`config.mk`:
```
export PLATFORM = sky130hd
export DESIGN_NAME = mailbox_link_handshake
export DESIGN_NICKNAME = d
export VERILOG_FILES = /design/src/hw/rtl/mlh_pkg.sv /design/src/hw/rtl/mailbox_link_handshake.sv
export VERILOG_INCLUDE_DIRS = /design/src /design/src/hw/rtl
export SDC_FILE = /design/constraint.sdc
export NUM_CORES = 1
export LEC_CHECK = 0
export BUFFER_PORTS_ARGS = -buffer_cell sky130_fd_sc_hd__buf_2
export CAP_MARGIN = 10
export CORE_ASPECT_RATIO = 0.8
export CORE_UTILIZATION = 50
export CTS_BUF_LIST = sky130_fd_sc_hd__clkbuf_2
export DETAILED_ROUTE_END_ITERATION = 7
export PLACE_DENSITY = 0.74
export SLEW_MARGIN = 20
export SYNTH_ARGS = -nofsm -noshare
export SYNTH_HDL_FRONTEND = slang
export SYNTH_SLANG_ARGS = --single-unit
```
`constraint.sdc`:
```
create_clock -name clk_i -period 9.6 [get_ports clk_i]
set_clock_uncertainty 0.15 [all_clocks]
set_input_delay 0.96 -clock clk_i [delete_from_list [all_inputs] [get_ports clk_i]]
set_output_delay 0.96 -clock clk_i [all_outputs]
set_load 0.05 [all_outputs]
```
`src/hw/rtl/mailbox_link_handshake_assert.svh`:
```
// Assertion macros for the mailbox link handshake block.
// Used by mailbox_link_handshake.sv; the bodies are empty in synthesis.
`ifndef MAILBOX_LINK_HANDSHAKE_ASSERT_SVH
`define MAILBOX_LINK_HANDSHAKE_ASSERT_SVH
`ifndef SYNTHESIS
// Checked only while out of reset.
`define MLH_ASSERT(name, prop) \
  name: assert property (@(posedge clk_i) disable iff (!rst_ni) prop) \
    else $error("mailbox link handshake assertion failed");
// Checked at every edge, also during reset.
`define MLH_ASSERT_ALWAYS(name, prop) \
  name: assert property (@(posedge clk_i) prop) \
    else $error("mailbox link handshake assertion failed");
`else
`define MLH_ASSERT(name, prop)
`define MLH_ASSERT_ALWAYS(name, prop)
`endif
`endif

```
`src/hw/rtl/mlh_pkg.sv`:
```
// Types and constants of the mailbox link handshake block.
// Used by mailbox_link_handshake.sv; depends on nothing else.
`timescale 1ns / 1ps

package mlh_pkg;

  localparam logic [31:0] LinkMagic   = 32'h4d41494c;
  localparam logic [31:0] LinkVersion = 32'h0000_0001;
  localparam logic [31:0] StateUp     = 32'h0000ffff;
  localparam logic [31:0] StateDown   = 32'hffff0000;

  localparam logic [31:0] AddrRemoteLinkAck = 32'h10;
  localparam logic [31:0] AddrRemoteChAck   = 32'h18;
  localparam logic [31:0] AddrLocalLink     = 32'h24;
  localparam logic [31:0] AddrLocalCh       = 32'h2c;

  localparam logic [15:0] TimeoutReset = 16'd100;

  typedef enum logic [2:0] {
    OP_TICK   = 3'd0,
    OP_OPEN   = 3'd1,
    OP_CLOSE  = 3'd2,
    OP_SEND   = 3'd3,
    OP_UPDATE = 3'd4
  } op_e;

  typedef enum logic [2:0] {
    PH_CLOSED   = 3'd0,
    PH_LINK_ACK = 3'd1,
    PH_CH_UP    = 3'd2,
    PH_CH_ACK   = 3'd3,
    PH_OPEN     = 3'd4,
    PH_SENDING  = 3'd5
  } phase_e;

  typedef enum logic [3:0] {
    ST_PENDING     = 4'd0,
    ST_OPENED      = 4'd1,
    ST_SENT        = 4'd2,
    ST_BAD_MAGIC   = 4'd3,
    ST_BAD_VERSION = 4'd4,
    ST_BAD_SIZE    = 4'd5,
    ST_TIMEOUT     = 4'd6,
    ST_BAD_LEN     = 4'd7,
    ST_IGNORED     = 4'd8,
    ST_CLOSED      = 4'd9
  } status_e;

  // One message RAM write (or a bare status beat when we is low).
  typedef struct packed {
    logic        we;
    logic [31:0] addr;
    logic [31:0] data;
    logic        kick;
  } res_t;

endpackage

```
`src/hw/rtl/mailbox_link_handshake.sv`:
```
// Local side of a shared-RAM mailbox link: event decode, link state and result beats.
// Depends on mlh_pkg and mailbox_link_handshake_assert.svh.
//
// Usage:
//   The input channel (in_valid_i / in_stall_o) carries one event per beat: tick, open,
//   close, send or remote update, with the descriptor words the partner wrote. The output
//   channel (out_valid_o / out_stall_i) returns one or two beats per event, each a message
//   RAM write request or a bare status; last_o marks the final beat of an event and all
//   beats of one event carry the same status. The user must write the timeout register
//   via cfg_wr_en_i / cfg_wr_data_i only while the block is idle; this is not enforced.
//   An accepted event waits in the input register until the result register is free; its
//   result beats are then registered into the result register and presented from there.
//   The event logic runs in a single pass, so the block takes a new event every cycle as
//   long as each event yields one beat and the receiver does not stall; an event with two
//   beats holds the result register until both are taken, and the event behind it waits.
//   Reset closes the link, clears the wait counter and the latched mailbox window, sets
//   the timeout to 100 ticks and empties both registers.
//   While the receiver stalls, the result beat holds; the input register still takes one
//   more event, and then in_stall_o rises until the result register drains.
`timescale 1ns / 1ps
`include "mailbox_link_handshake_assert.svh"

module mailbox_link_handshake (
  input  logic        clk_i,
  input  logic        rst_ni,
  input  logic        cfg_wr_en_i,
  input  logic [15:0] cfg_wr_data_i,
  input  logic        in_valid_i,
  output logic        in_stall_o,
  input  logic [2:0]  operation_i,
  input  logic [31:0] magic_word_i,
  input  logic [31:0] version_word_i,
  input  logic [31:0] mailbox_offset_word_i,
  input  logic [31:0] mailbox_size_word_i,
  input  logic [31:0] remote_link_word_i,
  input  logic [31:0] link_ack_word_i,
  input  logic [31:0] remote_channel_word_i,
  input  logic [31:0] channel_ack_word_i,
  input  logic [31:0] message_head_word_i,
  input  logic [15:0] send_length_i,
  output logic        out_valid_o,
  input  logic        out_stall_i,
  output logic        write_enable_o,
  output logic [31:0] write_address_o,
  output logic [31:0] write_data_o,
  output logic        kick_o,
  output logic [3:0]  status_o,
  output logic        last_o
);
  import mlh_pkg::*;

  // Input register.
  logic        in_vld_q;
  logic [2:0]  op_q;
  logic [31:0] magic_q, version_q, off_w_q, size_w_q;
  logic [31:0] rlink_q, lack_q, rch_q, chack_q, head_q;
  logic [15:0] len_q;

  // Link state.
  phase_e      phase_q, phase_d;
  logic [15:0] wait_q, wait_d;
  logic [31:0] off_q, off_d;
  logic [31:0] size_q, size_d;
  logic [15:0] timeout_q;

  // Result register: up to two beats of one event.
  res_t        res_q [2];
  res_t        r0_d, r1_d;
  logic [1:0]  res_cnt_q, cnt_d;
  logic        res_idx_q;
  status_e     status_q, status_d;

  logic        in_take, out_take, res_last, advance;
  logic        met, expire, bad_len;
  logic [16:0] next_wait;
  logic [32:0] len_plus;

  assign res_last = (res_cnt_q == 2'd1) || res_idx_q;
  assign out_valid_o = (res_cnt_q != 2'd0);
  assign out_take = out_valid_o && !out_stall_i;
  // The event in the input register moves on once the result register is free.
  assign advance = in_vld_q && ((res_cnt_q == 2'd0) || (out_take && res_last));
  assign in_stall_o = in_vld_q && !advance;
  assign in_take = in_valid_i && !in_stall_o;

  assign write_enable_o  = res_q[res_idx_q].we;
  assign write_address_o = res_q[res_idx_q].addr;
  assign write_data_o    = res_q[res_idx_q].data;
  assign kick_o          = res_q[res_idx_q].kick;
  assign status_o        = status_q;
  assign last_o          = res_last;

  assign next_wait = {1'b0, wait_q} + 17'd1;
  assign expire    = (op_q == OP_TICK) && (next_wait >= {1'b0, timeout_q});
  assign len_plus  = {17'd0, len_q} + 33'd4;
  assign bad_len   = (len_q[1:0] != 2'b00) || (len_plus > {1'b0, size_q});

  always_comb begin
    unique case (phase_q)
      PH_LINK_ACK: met = (lack_q == StateUp);
      PH_CH_UP:    met = (rch_q == StateUp);
      PH_CH_ACK:   met = (chack_q == StateUp);
      default:     met = (head_q == 32'd0);
    endcase
  end

  always_comb begin
    r0_d     = '0;
    r1_d     = '0;
    cnt_d    = 2'd0;
    status_d = ST_IGNORED;
    phase_d  = phase_q;
    wait_d   = wait_q;
    off_d    = off_q;
    size_d   = size_q;
    priority if (op_q == OP_CLOSE) begin
      r0_d     = '{we: 1'b1, addr: AddrLocalCh, data: StateDown, kick: 1'b0};
      r1_d     = '{we: 1'b1, addr: AddrLocalLink, data: StateDown, kick: 1'b1};
      cnt_d    = 2'd2;
      status_d = ST_CLOSED;
      phase_d  = PH_CLOSED;
      wait_d   = '0;
    end else if (op_q == OP_OPEN && phase_q == PH_CLOSED) begin
      if (magic_q != LinkMagic) begin
        status_d = ST_BAD_MAGIC;
      end else if (version_q != LinkVersion) begin
        status_d = ST_BAD_VERSION;
      end else begin
        off_d  = off_w_q;
        size_d = size_w_q;
        if (size_w_q == 32'd0) begin
          status_d = ST_BAD_SIZE;
        end else begin
          r0_d     = '{we: 1'b1, addr: AddrRemoteLinkAck, data: rlink_q, kick: 1'b0};
          r1_d     = '{we: 1'b1, addr: AddrLocalLink, data: StateUp, kick: 1'b1};
          cnt_d    = 2'd2;
          status_d = ST_PENDING;
          phase_d  = PH_LINK_ACK;
          wait_d   = '0;
        end
      end
    end else if (op_q == OP_SEND && phase_q == PH_OPEN) begin
      if (bad_len) begin
        status_d = ST_BAD_LEN;
      end else begin
        r0_d     = '{we: 1'b1, addr: off_q, data: {16'd0, len_q}, kick: 1'b1};
        cnt_d    = 2'd1;
        status_d = ST_PENDING;
        phase_d  = PH_SENDING;
        wait_d   = '0;
      end
    end else if ((op_q == OP_TICK || op_q == OP_UPDATE) &&
                 phase_q != PH_CLOSED && phase_q != PH_OPEN) begin
      if (met) begin
        wait_d   = '0;
        status_d = ST_PENDING;
        unique case (phase_q)
          PH_LINK_ACK: begin
            r0_d    = '{we: 1'b1, addr: AddrLocalCh, data: StateUp, kick: 1'b1};
            cnt_d   = 2'd1;
            phase_d = PH_CH_UP;
          end
          PH_CH_UP: begin
            r0_d    = '{we: 1'b1, addr: AddrRemoteChAck, data: StateUp, kick: 1'b1};
            cnt_d   = 2'd1;
            phase_d = PH_CH_ACK;
          end
          PH_CH_ACK: begin
            status_d = ST_OPENED;
            phase_d  = PH_OPEN;
          end
          default: begin
            status_d = ST_SENT;
            phase_d  = PH_OPEN;
          end
        endcase
      end else if (expire) begin
        wait_d   = '0;
        status_d = ST_TIMEOUT;
        priority if (phase_q == PH_SENDING) begin
          // Withdraw the message header; the link itself stays open.
          r0_d    = '{we: 1'b1, addr: off_q, data: 32'd0, kick: 1'b0};
          cnt_d   = 2'd1;
          phase_d = PH_OPEN;
        end else if (phase_q == PH_LINK_ACK) begin
          r0_d    = '{we: 1'b1, addr: AddrLocalLink, data: StateDown, kick: 1'b1};
          cnt_d   = 2'd1;
          phase_d = PH_CLOSED;
        end else begin
          r0_d    = '{we: 1'b1, addr: AddrLocalCh, data: StateDown, kick: 1'b0};
          r1_d    = '{we: 1'b1, addr: AddrLocalLink, data: StateDown, kick: 1'b1};
          cnt_d   = 2'd2;
          phase_d = PH_CLOSED;
        end
      end else begin
        if (op_q == OP_TICK) begin
          wait_d = next_wait[15:0];
        end
        status_d = ST_PENDING;
      end
    end else begin
      // Misplaced requests and unused operation codes are ignored.
      status_d = ST_IGNORED;
    end
    // Every event answers with at least one beat.
    if (cnt_d == 2'd0) begin
      cnt_d = 2'd1;
    end
  end

  always_ff @(posedge clk_i or negedge rst_ni) begin
    if (!rst_ni) begin
      timeout_q <= TimeoutReset;
    end else if (cfg_wr_en_i) begin
      timeout_q <= cfg_wr_data_i;
    end
  end

  always_ff @(posedge clk_i or negedge rst_ni) begin
    if (!rst_ni) begin
      in_vld_q <= 1'b0;
    end else if (in_take) begin
      in_vld_q <= 1'b1;
    end else if (advance) begin
      in_vld_q <= 1'b0;
    end
  end

  always_ff @(posedge clk_i) begin
    if (in_take) begin
      op_q      <= operation_i;
      magic_q   <= magic_word_i;
      version_q <= version_word_i;
      off_w_q   <= mailbox_offset_word_i;
      size_w_q  <= mailbox_size_word_i;
      rlink_q   <= remote_link_word_i;
      lack_q    <= link_ack_word_i;
      rch_q     <= remote_channel_word_i;
      chack_q   <= channel_ack_word_i;
      head_q    <= message_head_word_i;
      len_q     <= send_length_i;
    end
  end

  always_ff @(posedge clk_i or negedge rst_ni) begin
    if (!rst_ni) begin
      phase_q <= PH_CLOSED;
      wait_q  <= '0;
      off_q   <= '0;
      size_q  <= '0;
    end else if (advance) begin
      phase_q <= phase_d;
      wait_q  <= wait_d;
      off_q   <= off_d;
      size_q  <= size_d;
    end
  end

  always_ff @(posedge clk_i or negedge rst_ni) begin
    if (!rst_ni) begin
      res_cnt_q <= 2'd0;
      res_idx_q <= 1'b0;
    end else if (advance) begin
      res_cnt_q <= cnt_d;
      res_idx_q <= 1'b0;
    end else if (out_take) begin
      if (res_last) begin
        res_cnt_q <= 2'd0;
        res_idx_q <= 1'b0;
      end else begin
        res_idx_q <= 1'b1;
      end
    end
  end

  always_ff @(posedge clk_i) begin
    if (advance) begin
      res_q[0] <= r0_d;
      res_q[1] <= r1_d;
      status_q <= status_d;
    end
  end

  `MLH_ASSERT(a_idx_in_range, res_idx_q |-> (res_cnt_q == 2'd2))
  `MLH_ASSERT(a_event_yields_beat, advance |=> (res_cnt_q != 2'd0) && !res_idx_q)
  `MLH_ASSERT(a_idle_phase_no_count, (phase_q == PH_CLOSED || phase_q == PH_OPEN) |-> (wait_q == 16'd0))
  `MLH_ASSERT_ALWAYS(a_no_stall_when_empty, !in_vld_q |-> !in_stall_o)

endmodule
```
# ---- Yosys cells after proc, flatten, opt, wreduce, memory -nomap -nowiden
# Memories as Yosys holds them, arrays and structs flattened.
# Index checks and enable logic that the tools add are counted.
dict set report totals {
  regBits 414
  latchBits 0
  mem_bits_rw 132
  rom_bits 0
  out_inout_bits 73
  word_cells 167
  mem_count 1
}
# memory depth word_bits read_ports rd_ports_with_merged_regs write_ports line
set mem_list {}
lappend mem_list {res_q 2 66 1 0 2 mailbox_link_handshake.sv:67} ;# res_t res_q [2];
dict set report classes {
  addsub 2
  multipliers 0
  div 0
  order_cmp 2
  n_eq_ne 20
  n_shift 0
  muxes 82
  bitwise_logic 3
  n_reduce_logical 37
}
# operator n
set op_table {}
lappend op_table {{66-bit two-way mux} 21}
lappend op_table {{16-bit two-way mux} 11}
lappend op_table {{66-bit one-hot mux with 2 select lines} 1}
lappend op_table {{32-bit by 16-bit == test with 1-bit output (second input constant)} 3}
lappend op_table {{65-bit two-way mux} 1}
lappend op_table {{32-bit zero test} 2}
lappend op_table {{3-bit two-way mux} 16}
lappend op_table {{37-bit two-way mux} 1}
lappend op_table {{17-bit by 32-bit greater-than comparator with 1-bit output} 1}
lappend op_table {{32-bit by 1-bit inequality test with 1-bit output (second input constant)} 1}
lappend op_table {{32-bit by 31-bit inequality test with 1-bit output (second input constant)} 1}
lappend op_table {{2-bit two-way mux} 15}
lappend op_table {{16-bit by 1-bit adder with 17-bit output (second input constant)} 1}
lappend op_table {{16-bit by 3-bit adder with 17-bit output (second input constant)} 1}
lappend op_table {{17-bit by 16-bit >= comparator with 1-bit output} 1}
lappend op_table {{4-bit two-way mux} 4}
lappend op_table {{7-bit AND reduction} 2}
lappend op_table {{3-bit by 2-bit == test with 1-bit output (second input constant)} 4}
lappend op_table {{3-bit inequality test (second input constant)} 4}
lappend op_table {{1-bit logical AND} 10}
lappend op_table {{2-bit nonzero test} 5}
lappend op_table {{3-bit == test (second input constant)} 3}
lappend op_table {{1-bit two-way mux} 9}
lappend op_table {{3-bit by 1-bit == test with 1-bit output (second input constant)} 2}
lappend op_table {{other kinds (17)} 26}

# ---- Longest topological paths before layout
dict set report logic_depth {
  ltp_word 12
  depth_mapped 17
  depth_no_buf 15
}

# ---- Worst setup path before layout
# No wires, ideal clock.
dict set report synth_path {
  kind {input port to flip-flop}
  from {in out_stall_i}
  to {reg chack_q[0], enable pin}
  t_arrival_ns 8.360
  setup_slack_ns 0.383
  cell_stages 4
  path_buffers 0
  cell_sequence {o21ai_0 -> nand2_1 -> nand2_1 -> and2_1}
}
dict set report synth_between {
  elab_chain_cells 9
}
# element line
set synth_rtl {}
lappend synth_rtl {{start, declared} mailbox_link_handshake.sv:42} ;# input logic out_stall_i,
lappend synth_rtl {{1-bit zero test} mailbox_link_handshake.sv:80} ;# assign out_take = out_valid_o && !out_stall_i;
lappend synth_rtl {{1-bit logical AND} mailbox_link_handshake.sv:80}
lappend synth_rtl {{1-bit logical AND} mailbox_link_handshake.sv:82} ;# assign advance = in_vld_q && ((res_cnt_q == 2'd0) || (out_take && res_last));
lappend synth_rtl {{1-bit logical OR} mailbox_link_handshake.sv:82}
lappend synth_rtl {{1-bit logical AND} mailbox_link_handshake.sv:82}
lappend synth_rtl {{1-bit zero test} mailbox_link_handshake.sv:83} ;# assign in_stall_o = in_vld_q && !advance;
lappend synth_rtl {{1-bit logical AND} mailbox_link_handshake.sv:83}
lappend synth_rtl {{1-bit zero test} mailbox_link_handshake.sv:84} ;# assign in_take = in_valid_i && !in_stall_o;
lappend synth_rtl {{1-bit logical AND} mailbox_link_handshake.sv:84}
lappend synth_rtl {{named net in_take} mailbox_link_handshake.sv:73} ;# logic in_take, out_take, res_last, advance;
lappend synth_rtl {{end signal, assigned} mailbox_link_handshake.sv:239} ;# chack_q <= channel_ack_word_i;
lappend synth_rtl {{end, declared} mailbox_link_handshake.sv:56} ;# logic [31:0] rlink_q, lack_q, rch_q, chack_q, head_q;
# The timed path passes the listed nets, and every way through them passes these cells.
# A chain may end at the register's enable or synchronous reset.

==> run metrics <==
# H-tree levels 3; first-pass GRT wire length around 76 mm; Synth area leader edfxtp_1; initial DRC count between 900 and 1000; Layout Nets around 2400; Commonest cells post-synth edfxtp_1 (380), dfrtp_1 (100), inv_1 (81); DR WL/cell 19.5 µm; CP Launch Type flip-flop; routed via count 13600; Gate power share about a quarter; Clock power frac approximately a quarter; Worst R2R Path Depth 14; CP endpoint res_q[0][38]; Initial Util 50.8%; switch share between 30% and 40%; Yosys cell types 74; clock-pin slew on the worst setup and hold paths around 90 ps; Crit path required time 10320 ps; Mapped Area roughly 19000 µm²; remaining global-route overflow 0; Chip Width between 200 and 250 µm; Post-CTS Setup Repair Bufs 0; pin count of the biggest net entering global routing 194; Max-cap violations 0; Slew Viols, Final 0; # clock sinks about 480; Post-CTS Resized 0; Synth Register Bits ~480; f_max between 200 and 250 MHz; asr flop ratio synth between 20% and 30%; total wire length between 50 and 60 mm; register area share after synthesis between 70% and 80%; Root Driver clkbuf_2; final cycle utilization of the critical path a little under half; ANT nets after route 0; IO Port Bufs 400; sequential group share of total power 51.0%; warnings from Yosys 0; # IOs roughly 400; most frequent cell after synthesis edfxtp_1; Worst path slowest cell a41o_1; P_int approximately 3.6 mW; reg2reg end res_q[0][38]; Tightest Hold Check Type in -> reg; total chip power 5.60 mW; Crit Path Max Fanout 17; RR Startpoint wait_q[0]; run status finished, final reports clean; hold path depth 3; die area about 38000 µm²; via/cell ratio 5.20; number of buffers created by CTS roughly 110; Non-Filler Instances 2617; drc violations 0; dpl hpwl 30.2 mm; Arrival @ worst endpoint around 5000 ps; GRT Util Overall approximately a quarter; EDFF count, synth 380; CP cell instances ha_1 > nand3_4 > or3_1 > nor2_1 > xnor2_1 > ha_1 > nand3_1 > nor3_1 > nand3_1 > and4_4 > a2111oi_4 > a41o_1 > a41o_1 > o32a_1; Final min period 4390 ps; top_reg_cell synth edfxtp_1; Hold Path Origin out_stall_i; clk_lat worst skew approximately 1100 ps; VDD IR max 0.000213 V; crit path launch wait_q[0]; Final Hold Fails 0; share of the synthesized area in the top cell type between 60 and 70%; Hold Buf Count CTS between 300 and 400; share of layout cells above drive strength 1 32.2%; R2R setup slack roughly 5200 ps; Cells after Synth about 1200; NetSw about 2 mW; initial antenna violation count 12; routability cong. around 0.84; leakage power ~11 nW; Die Ht about 180 µm; CORE AREA approximately 37000 µm²; count of final setup violators 0; FP Rows 63; Power Dens Cells 218 nW/µm²; Placed Instances around 2100; Slew @ Worst Pin 1150 ps; First-pass DRT Iterations 5; setup tns final 0 ps; Crit. End Element flip-flop; CTS tree built; Mapped Nets 1580; CTS Buffer Depth 3; Worst path max stage delay ~700 ps; Avg Cell Area, Syn about 15 µm²; RSZ-0062 raised after global routing no; synth-to-layout area growth 36.6%; top post-synthesis cells by area edfxtp_1 (61%), dfrtp_1 (13%), mux2_2 (3.0%); WS Path Type reg -> reg; vias in the first global route about 14000; Slew HR a little under a quarter
## sequential cells by signal, indices dropped and copies added, names as in the netlist, 4 cells and up
| name | flops |
|---|---|
| size_w_q | 32 |
| res_q | 69 |
| lack_q | 32 |
| chack_q | 32 |
| wait_q | 16 |
| off_q | 32 |
| version_q | 32 |
| timeout_q | 16 |
| rch_q | 32 |
| head_q | 32 |
| len_q | 16 |
| size_q | 32 |
| off_w_q | 32 |
| magic_q | 32 |
| status_o | 4 |
| rlink_q | 32 |
## through the flow
step                utilization (%)  area, µm²  worst slack, ps  hold WS, ps
floorplan                         -      18800              383          276
global placement               57.6      21300             5240          303
detailed placement             57.6      21300             5140          315
CTS                            69.3      25700             5150         55.1
global route                   69.4      25700             4840         95.1
finish                         69.4      25700             5210          199
## cells in the final DEF (no fill, tap or decap), types with 15 or more instances in the layout
| master | synthesis | routed |
|---|---|---|
| dlygate4sd3_1 | 0 | 325 |
| clkbuf_2 | 1 | 173 |
| o21ai_0 | 80 | 80 |
| nand2_1 | 72 | 72 |
| a21oi_1 | 16 | 16 |
| nor4_1 | 37 | 37 |
| mux2_2 | 50 | 50 |
| nand4_1 | 25 | 25 |
| edfxtp_1 | 380 | 380 |
| a21o_1 | 25 | 25 |
| a221o_1 | 15 | 15 |
| xnor2_1 | 18 | 18 |
| buf_2 | 15 | 399 |
| clkinv_1 | 0 | 27 |
| nor2_1 | 29 | 27 |
| inv_1 | 81 | 80 |
| nor2b_1 | 52 | 52 |
| ha_1 | 35 | 35 |
| dfrtp_1 | 100 | 99 |
| a22o_1 | 16 | 16 |
| nand3_1 | 20 | 20 |
## cell type report
class	instances	area (µm²)
clock buffers	173	866
fillers	2528	11300
clock inverters	38	213
diodes	11	27.5
well taps	487	609
repair buffers	733	5350
flip-flops and latches	483	14000
multi-input cells	611	4350
inverters	81	305
## power groups by stage
stage / logic (mW) / registers, mW / clock network (mW)
global route: 1.44 / 2.89 / 1.52
global placement: 1.23 / 2.88 / 0
detailed placement: 1.24 / 2.89 / 0
CTS: 1.35 / 2.84 / 1.38
finish: 1.36 / 2.86 / 1.38
floorplan: 0.855 / 2.94 / 0
## worst min-delay path by stage
| stage | endpoint | slack, ps |
|---|---|---|
| 3_5_place_dp | off_q[19] | 310 |
| 6_report | res_cnt_q[0] | 200 |
| 4_1_cts | res_cnt_q[0] | 60 |
| 2_1_floorplan | off_q[4] | 280 |
| 3_3_place_gp | off_q[4] | 300 |
| 5_1_grt | res_cnt_q[0] | 100 |
## routing by layer
layer / vias up / global-route usage (%) / part of all wire, %
li1: 6274 / - / -
met1: 6562 / 31.0 / 38
met2: 632 / 45.9 / 52
met3: 128 / 7.00 / 7.2
met4: 4 / 11.9 / 3.6
met5: - / 0 / 0.051
## critical path, delay by kind of cell, from the launching register on
family                   cells  cell delay, ps
flip-flops                   1             430
adder cells (fa/ha/maj)      2             590
AND/OR/NAND/NOR              7            1480
AO/OA/AOI/OAI                4            1470
XOR/XNOR                     1             100
## cell families after synthesis
family	after synthesis	synth area share (%)
mux	52	3.10
compound gates	190	6.96
xor+xnor	27	1.26
flops	483	74.3
fa+ha+maj	35	2.33
buf+inv	123	2.72
simple gates	307	9.32
No activity file was read; power rests on OpenSTA's default activity.
